==> config.mk <==
export PLATFORM = sky130hd
export DESIGN_NAME = sal_ctrl
export DESIGN_NICKNAME = d
export VERILOG_FILES = /design/src/rtl/core/skyline_atlas_allocator_assert.svh /design/src/rtl/core/sal_pkg.sv /design/src/rtl/core/sal_ctrl.sv
export SDC_FILE = /design/constraint.sdc
export NUM_CORES = 1
export LEC_CHECK = 0
export BUFFER_PORTS_ARGS = -buffer_cell sky130_fd_sc_hd__buf_2
export CORE_MARGIN = 2
export CORE_UTILIZATION = 51
export CTS_CLUSTER_SIZE = 16
export DETAILED_ROUTE_END_ITERATION = 12
export PLACE_DENSITY = 0.84
export RECOVER_POWER = 25
export SYNTH_ARGS = -nofsm -noshare
export SYNTH_HDL_FRONTEND = slang
export SYNTH_SLANG_ARGS = --single-unit
==> constraint.sdc <==
create_clock -name clk_i -period 5.32 [get_ports clk_i]
set_clock_uncertainty 0.1 [all_clocks]
set_input_delay 0 -clock clk_i [delete_from_list [all_inputs] [get_ports clk_i]]
set_output_delay 0 -clock clk_i [all_outputs]
set_load 0.02 [all_outputs]
==> src/rtl/core/skyline_atlas_allocator_assert.svh <==
// Assertion macros for the skyline atlas allocator top level
`ifndef SKYLINE_ATLAS_ALLOCATOR_ASSERT_SVH
`define SKYLINE_ATLAS_ALLOCATOR_ASSERT_SVH

// Same-cycle implication, sampled on clk_i, ignored while rst_ni is low
`define SAL_ASSERT_NOW(lbl, ante, cons, msg) \
  lbl: assert property (@(posedge clk_i) disable iff (!rst_ni) (ante) |-> (cons)) \
    else $error(msg);

// Next-cycle implication, sampled on clk_i, ignored while rst_ni is low
`define SAL_ASSERT_NEXT(lbl, ante, cons, msg) \
  lbl: assert property (@(posedge clk_i) disable iff (!rst_ni) (ante) |=> (cons)) \
    else $error(msg);

`endif

==> src/rtl/core/sal_pkg.sv <==
// Package with sizes, types and codes of the skyline atlas allocator
`timescale 1ns / 1ps
package sal_pkg;

  localparam int unsigned PAGE_WIDTH  = 128;
  localparam int unsigned PAGE_HEIGHT = 128;
  localparam int unsigned PAGE_COUNT  = 64;

  localparam int unsigned COL_W  = (PAGE_WIDTH > 1) ? $clog2(PAGE_WIDTH) : 1;
  localparam int unsigned PAGE_W = (PAGE_COUNT > 1) ? $clog2(PAGE_COUNT) : 1;
  localparam int unsigned FILL_W = $clog2(PAGE_HEIGHT + 1);

  localparam int unsigned REQ_TYPE_W = 1;
  localparam int unsigned RECT_W     = 8;
  localparam int unsigned STATUS_W   = 1;
  localparam int unsigned PAGE_OUT_W = 6;
  localparam int unsigned XPOS_W     = 7;
  localparam int unsigned YPOS_W     = 7;

  localparam int unsigned CMP_W = (COL_W + 1 > RECT_W) ? COL_W + 1 : RECT_W;
  localparam int unsigned SUM_W = ((FILL_W > RECT_W) ? FILL_W : RECT_W) + 1;

  localparam int unsigned IN_TDATA_W  = ((2 * RECT_W + 7) / 8) * 8;
  localparam int unsigned OUT_BITS    = PAGE_OUT_W + XPOS_W + YPOS_W;
  localparam int unsigned OUT_TDATA_W = ((OUT_BITS + 7) / 8) * 8;

  localparam logic [REQ_TYPE_W-1:0] REQ_ALLOC = 1'b0;
  localparam logic [REQ_TYPE_W-1:0] REQ_CLEAR = 1'b1;

  localparam logic [STATUS_W-1:0] STATUS_OK   = 1'b0;
  localparam logic [STATUS_W-1:0] STATUS_FULL = 1'b1;

  typedef enum logic [1:0] {
    RES_ZERO,
    RES_PLACED,
    RES_FULL
  } res_kind_e;

  typedef struct packed {
    logic      load_req;
    logic      page_rst;
    logic      page_inc;
    logic      col_set_hi;
    logic      col_rst;
    logic      back_issue;
    logic      fwd_issue;
    logic      fwd_init;
    logic      wr_init;
    logic      wr_step;
    logic      clr_step;
    logic      res_load;
    res_kind_e res_kind;
  } dp_cmd_t;

  typedef struct packed {
    logic w_zero;
    logic w_wide;
    logic col_zero;
    logic col_top;
    logic page_last;
    logic wr_last;
    logic fits;
  } dp_sts_t;

endpackage

==> src/rtl/core/sal_ctrl.sv <==
// Controller: sequences clearing, page scans, column updates and result hand-off
`timescale 1ns / 1ps
module sal_ctrl (
  input  logic                              clk_i,
  input  logic                              rst_ni,
  input  logic                              in_valid_i,
  output logic                              in_ready_o,
  input  logic [sal_pkg::REQ_TYPE_W-1:0]    req_type_i,
  output logic                              out_valid_o,
  input  logic                              out_ready_i,
  output sal_pkg::dp_cmd_t                  cmd_o,
  input  sal_pkg::dp_sts_t                  sts_i
);
  import sal_pkg::*;

  typedef enum logic [3:0] {
    ST_CLEAR,
    ST_IDLE,
    ST_CHECK,
    ST_BACK,
    ST_BDRAIN,
    ST_FWD,
    ST_FDRAIN,
    ST_DECIDE,
    ST_WRITE,
    ST_RESP
  } state_e;

  state_e    state_q, state_d;
  res_kind_e pend_q, pend_d;
  logic      clr_resp_q, clr_resp_d;
  logic      out_valid_q, out_valid_d;

  assign in_ready_o  = (state_q == ST_IDLE);
  assign out_valid_o = out_valid_q;

  always_comb begin
    state_d         = state_q;
    pend_d          = pend_q;
    clr_resp_d      = clr_resp_q;
    out_valid_d     = out_valid_q && !out_ready_i;
    cmd_o           = '0;
    cmd_o.res_kind  = pend_q;
    case (state_q)
      ST_CLEAR: begin
        cmd_o.clr_step = 1'b1;
        if (sts_i.col_top && sts_i.page_last) begin
          clr_resp_d = 1'b0;
          pend_d     = RES_ZERO;
          state_d    = clr_resp_q ? ST_RESP : ST_IDLE;
        end
      end
      ST_IDLE: begin
        if (in_valid_i) begin
          cmd_o.load_req = 1'b1;
          if (req_type_i == REQ_CLEAR) begin
            cmd_o.page_rst = 1'b1;
            cmd_o.col_rst  = 1'b1;
            clr_resp_d     = 1'b1;
            state_d        = ST_CLEAR;
          end else begin
            state_d = ST_CHECK;
          end
        end
      end
      ST_CHECK: begin
        if (sts_i.w_zero) begin
          pend_d  = RES_ZERO;
          state_d = ST_RESP;
        end else if (sts_i.w_wide) begin
          pend_d  = RES_FULL;
          state_d = ST_RESP;
        end else begin
          cmd_o.page_rst   = 1'b1;
          cmd_o.col_set_hi = 1'b1;
          state_d          = ST_BACK;
        end
      end
      ST_BACK: begin
        cmd_o.back_issue = 1'b1;
        if (sts_i.col_zero) begin
          state_d = ST_BDRAIN;
        end
      end
      ST_BDRAIN: begin
        cmd_o.col_rst  = 1'b1;
        cmd_o.fwd_init = 1'b1;
        state_d        = ST_FWD;
      end
      ST_FWD: begin
        cmd_o.fwd_issue = 1'b1;
        if (sts_i.col_top) begin
          state_d = ST_FDRAIN;
        end
      end
      ST_FDRAIN: begin
        state_d = ST_DECIDE;
      end
      ST_DECIDE: begin
        if (sts_i.fits) begin
          cmd_o.wr_init = 1'b1;
          state_d       = ST_WRITE;
        end else if (sts_i.page_last) begin
          pend_d  = RES_FULL;
          state_d = ST_RESP;
        end else begin
          cmd_o.page_inc   = 1'b1;
          cmd_o.col_set_hi = 1'b1;
          state_d          = ST_BACK;
        end
      end
      ST_WRITE: begin
        cmd_o.wr_step = 1'b1;
        if (sts_i.wr_last) begin
          pend_d  = RES_PLACED;
          state_d = ST_RESP;
        end
      end
      ST_RESP: begin
        if (!out_valid_q || out_ready_i) begin
          cmd_o.res_load = 1'b1;
          out_valid_d    = 1'b1;
          state_d        = ST_IDLE;
        end
      end
      default: begin
        state_d = ST_IDLE;
      end
    endcase
  end

  always_ff @(posedge clk_i or negedge rst_ni) begin
    if (!rst_ni) begin
      state_q     <= ST_CLEAR;
      pend_q      <= RES_ZERO;
      clr_resp_q  <= 1'b0;
      out_valid_q <= 1'b0;
    end else begin
      state_q     <= state_d;
      pend_q      <= pend_d;
      clr_resp_q  <= clr_resp_d;
      out_valid_q <= out_valid_d;
    end
  end

endmodule

# Yosys cells after proc, flatten, opt, wreduce, memory -nomap -nowiden
# Cells that the tools add are included.
[totals] reg_bits=8 input_bits=12 wordCells=81
[classes] n_eq_ne=19 muxes=47 reduce_logical=11
[op_table] cell="$mux 4" count=11
[op_table] cell="$pmux 4 s10" count=1
[op_table] cell="$mux 1" count=20
[op_table] cell="$mux 2" count=10
[op_table] cell="$eq 4x3->1 const B" count=4
[op_table] cell="$ne 2x2->1 const B" count=8
[op_table] cell="$reduce_and 6->1" count=2
[op_table] cell="$eq 4x2->1 const B" count=2
[op_table] cell="$eq 4x4->1 const B" count=2
[op_table] cell="$pmux 1 s2" count=4
[op_table] cell="$pmux 2 s4" count=1
[op_table] cell="$eq 4x1->1 const B" count=1
[op_table] cell="$logic_not 4->1" count=1
[op_table] cell="$reduce_and 4->1" count=1
[op_table] cell="$reduce_bool 4->1" count=1
[op_table] cell="$ne 3x3->1 const B" count=1
[op_table] cell="$logic_and 1x1->1" count=2
[op_table] cell="$logic_not 1->1" count=2
[op_table] cell="$ne 2x1->1 const B" count=1
[op_table] cell="$reduce_bool 2->1" count=1
[op_table] cell="$logic_or 1x1->1" count=1

# Longest topological paths before layout
[depth] word_depth=4 mapped_depth=6

# Least setup slack after synthesis
# No wires, ideal clock.
[synth_timing] path_type="flip-flop to output port" start="register state_q[1]" end="output cmd_o[9] in the netlist's numbering" t_arrival_ns=1.910 required_ns=5.220 path_slack_ns=3.310 path_stages_with_launch=6 n_path_buf=1 path_cell_list="dfrtp_1 > buf_6 > or2b_2 > nor3_1 > nand3_1 > nand2b_1"
[synth_rtl] item="start, declared" line="sal_ctrl.sv:29" rtl="state_e state_q, state_d;"
[synth_rtl] item="start signal, assigned" line="sal_ctrl.sv:139" rtl="state_q <= state_d;"
[synth_rtl] item="end, declared" line="sal_ctrl.sv:11" rtl="output sal_pkg::dp_cmd_t cmd_o,"

==> summary.md <==
| Metric | Value |
|---|---|
| Outcome | `finished clean` |
| Overflow after GRT | `0` |
| Post-synthesis xor/xnor area fraction | `1.16%` |
| Tot Pwr | `0.447 mW` |
| Initial Utilization | `a little under three fifths` |
| Crit path max fanout | `15` |
| Synthesized area | `753 um2` |
| Vias after detailed routing | `around 700` |
| Hold WS | `0.0118 ns` |
| Post-synth top cells | `dfrtp_1 (8), nand2_1 (8), inv_1 (5), nor2_1 (5)` |
| Post-DP HPWL | `1340 um` |
| CP startpoint | `state_q[0]$_DFFE_PN0P_` |
| CTS sink count | `8` |
| Setup TNS | `0 ns` |
| Fin area | `931 um2` |
| EDFF count, synth | `0` |
| Nets | `121` |
| Post-DRT Antenna Nets | `0` |
| Slew headroom | `57.4%` |
| Register bit total from synthesis | `8` |
| 1st-pass router iterations | `4` |
| Top Metal Used | `met4` |
| P&R area growth vs syn | `23.6%` |
| Die area | `~1800 um2` |
| GR Util All Layers | `21.6%` |
| Wire per inst | `13.9 um` |
| WP data required | `5.22 ns` |
| Placed Area | `870 um2` |
| Min-Delay Endpoint | `state_q[0]$_DFFE_PN0P_` |
| Top FF cell, synth | `dfrtp_1` |
| Clock Latency Late Sink | `0.26 ns` |
| First-pass GRT wire length | `2820 um` |
| Worst setup EP type | `primary output` |
| Worst-Margin Slew | `0.639 ns` |
| Largest family of logic cells by synthesized area | `simple AND/OR/NAND/NOR gates` |
| Fmax | `0.463 GHz` |
| Post-CTS Setup Bufs | `0` |
| Worst hold path type | `input port to register` |
| Fraction of registers with async set/reset | `100%` |
| R2R depth | `4` |
| Leak | `approximately 0.49 nW` |
| Post-synth cell types | `38` |
| DRC | `0` |
| Routed wl met3 | `151 um` |
| Fillcell total | `120` |
| Reg2Reg Launch Point | `state_q[2]$_DFFE_PN0P_` |
| Worst-path clk slew | `around 0.060 ns` |
| CTS Hold Bufs | `4` |
| RR Endpoint | `pend_q[0]$_DFFE_PN0P_` |
| Proportion of netlist area held by the largest area contributor | `26.6%` |
| Vias in the first global route | `592` |
| Mapped Nets | `between 90 and 100` |
| Die Wd | `42.4 um` |
| Layout cells sized above 1 | `39.3%` |
| Hold Fails Final Rpt | `0` |
| Max VDD drop | `350 uV` |
| H-tree depth | `1` |
| Largest net degree at the start of global routing | `19` |
| Ports | `28` |
| CTS root buf | `clkbuf_4` |
| Startpoint types | `register` |
| Final setup violation count | `0` |
| Register area share after synthesis | `26.6%` |
| Max Cap Viol | `0` |
| TritonCTS clock tree | `done` |
| Final core occ | `69.8%` |
| Post-Synth Simple-Gate Area | `39.0%` |
| Initial antenna violation count | `0` |
| Core area | `1330 um2` |
| Clk buf depth | `2` |
| Clock buffer count from CTS | `3` |
| Initial DRC Count | `6` |
| Min Clock Period, post-route | `2.16 ns` |
| R2r setup slk | `3.27 ns` |
| Placer congestion estimate | `0.794` |
| DRT met1 WL | `751 um` |
| Fin crit share | `40.6%` |
| Ant diodes | `0` |
| Crit Path Class | `register to primary output` |
| Die Y | `42.4 um` |
| Routed wl met2 | `between 700 and 800 um` |
| Unrepaired setup endpoints after global routing | `no` |
| Worst Min Path Start | `sts_i[1]` |
| Multiplexer share of the synthesized area | `9.30%` |
| Min-Delay Path Depth | `4` |
| Area leader, netlist | `dfrtp_1` |
| Power Density | `480 nW/um2` |
| FP Rows | `13` |
| Post-Synth Adder-Cell Area | `0%` |
| Ys Warns | `0` |
| IO buf count | `27` |
| Slew Limit Fails | `0` |
| Mean Syn Cell Area | `9.53 um2` |
| Final WL | `roughly 1700 um` |
| WP data arrival | `2.06 ns` |
| Vias per cell | `5.61` |
| Synth top area cells | `dfrtp_1 (27%), mux2_4 (8.0%), nor4b_4 (6.3%), nor4_4 (5.6%), nand2_1 (4.0%)` |
| # resized after CTS | `0` |
| Post-Syn Instances | `79` |
| Synth Area in Compound Gates | `16.4%` |
-- placed cells by master (no fill, tap or decap), types with 2 or more instances in the layout --
cell,count
nor3b_1,2
a21oi_1,4
a2bb2oi_1,2
clkbuf_4,3
nor2b_1,3
dlygate4sd3_1,4
nor4b_4,2
buf_2,26
inv_1,5
dfrtp_1,8
nor2_1,5
nor3_1,4
nand2_1,8
nand2b_1,3
mux2_4,4
nor4_4,2
-- flip-flops by register name (all words and copies together), names as in the netlist --
register / flops
clr_resp_q: 1
out_valid_o: 1
pend_q: 2
state_q: 4
-- how the worst max path moves through the flow --
| stage | endpoint | cells after the start |
|---|---|---|
| after floorplan | cmd_o[9] | 5 |
| after global placement | pend_q[1]$_DFFE_PN0P_ | 4 |
| after detailed placement | pend_q[0]$_DFFE_PN0P_ | 4 |
| after CTS | cmd_o[9] | 5 |
| after global routing | cmd_o[9] | 5 |
| final | cmd_o[9] | 5 |
-- worst max-delay path: stages (launching register included) --
cell	delay, ns
dfrtp_1	0.66
or2b_2	0.38
nor3_1	0.35
nand3_1	0.15
nand2b_1	0.09
buf_2	0.16
-- where the power goes --
group / internal (mW) / switching (mW)
Clock: 0.0260 / 0.0231
Sequential: 0.0805 / 0.0551
Combinational: 0.133 / 0.130
-- per-stage QoR --
step           setup WS, ns  std cells
2_1_floorplan          3.31         79
3_3_place_gp           3.33        115
3_5_place_dp           3.28        115
4_1_cts                3.17        122
5_1_grt                2.96        122
6_report               3.16        122
-- kinds of logic after synthesis --
logic type                count (synthesis)
xor gates and xnor gates                  1
and+or+nand+nor                          38
buffers and inverters                    11
AOI/OAI and AO/OA                        16
muxes                                     5
DFF                                       8
-- layer usage --
| metal | global-route usage (%) | vias to the layer above |
|---|---|---|
| li1 | - | 344 |
| met1 | 28.3 | 309 |
| met5 | 0 | - |
| met2 | 31.7 | 29 |
| met3 | 7.33 | 2 |
| met4 | 10.0 | 0 |
-- final cells by class --
| cell class | instances | area, um2 | share of cell area (%) |
|---|---|---|---|
| tap | 15 | 18.8 | 2.02 |
| timing repair buffer | 31 | 174 | 18.7 |
| inverter | 5 | 18.8 | 2.02 |
| sequential | 8 | 200 | 21.5 |
| multi-input combinational | 60 | 497 | 53.4 |
| clock buffer | 3 | 22.5 | 2.42 |
Note: power is estimated with default switching activity, not from simulation.
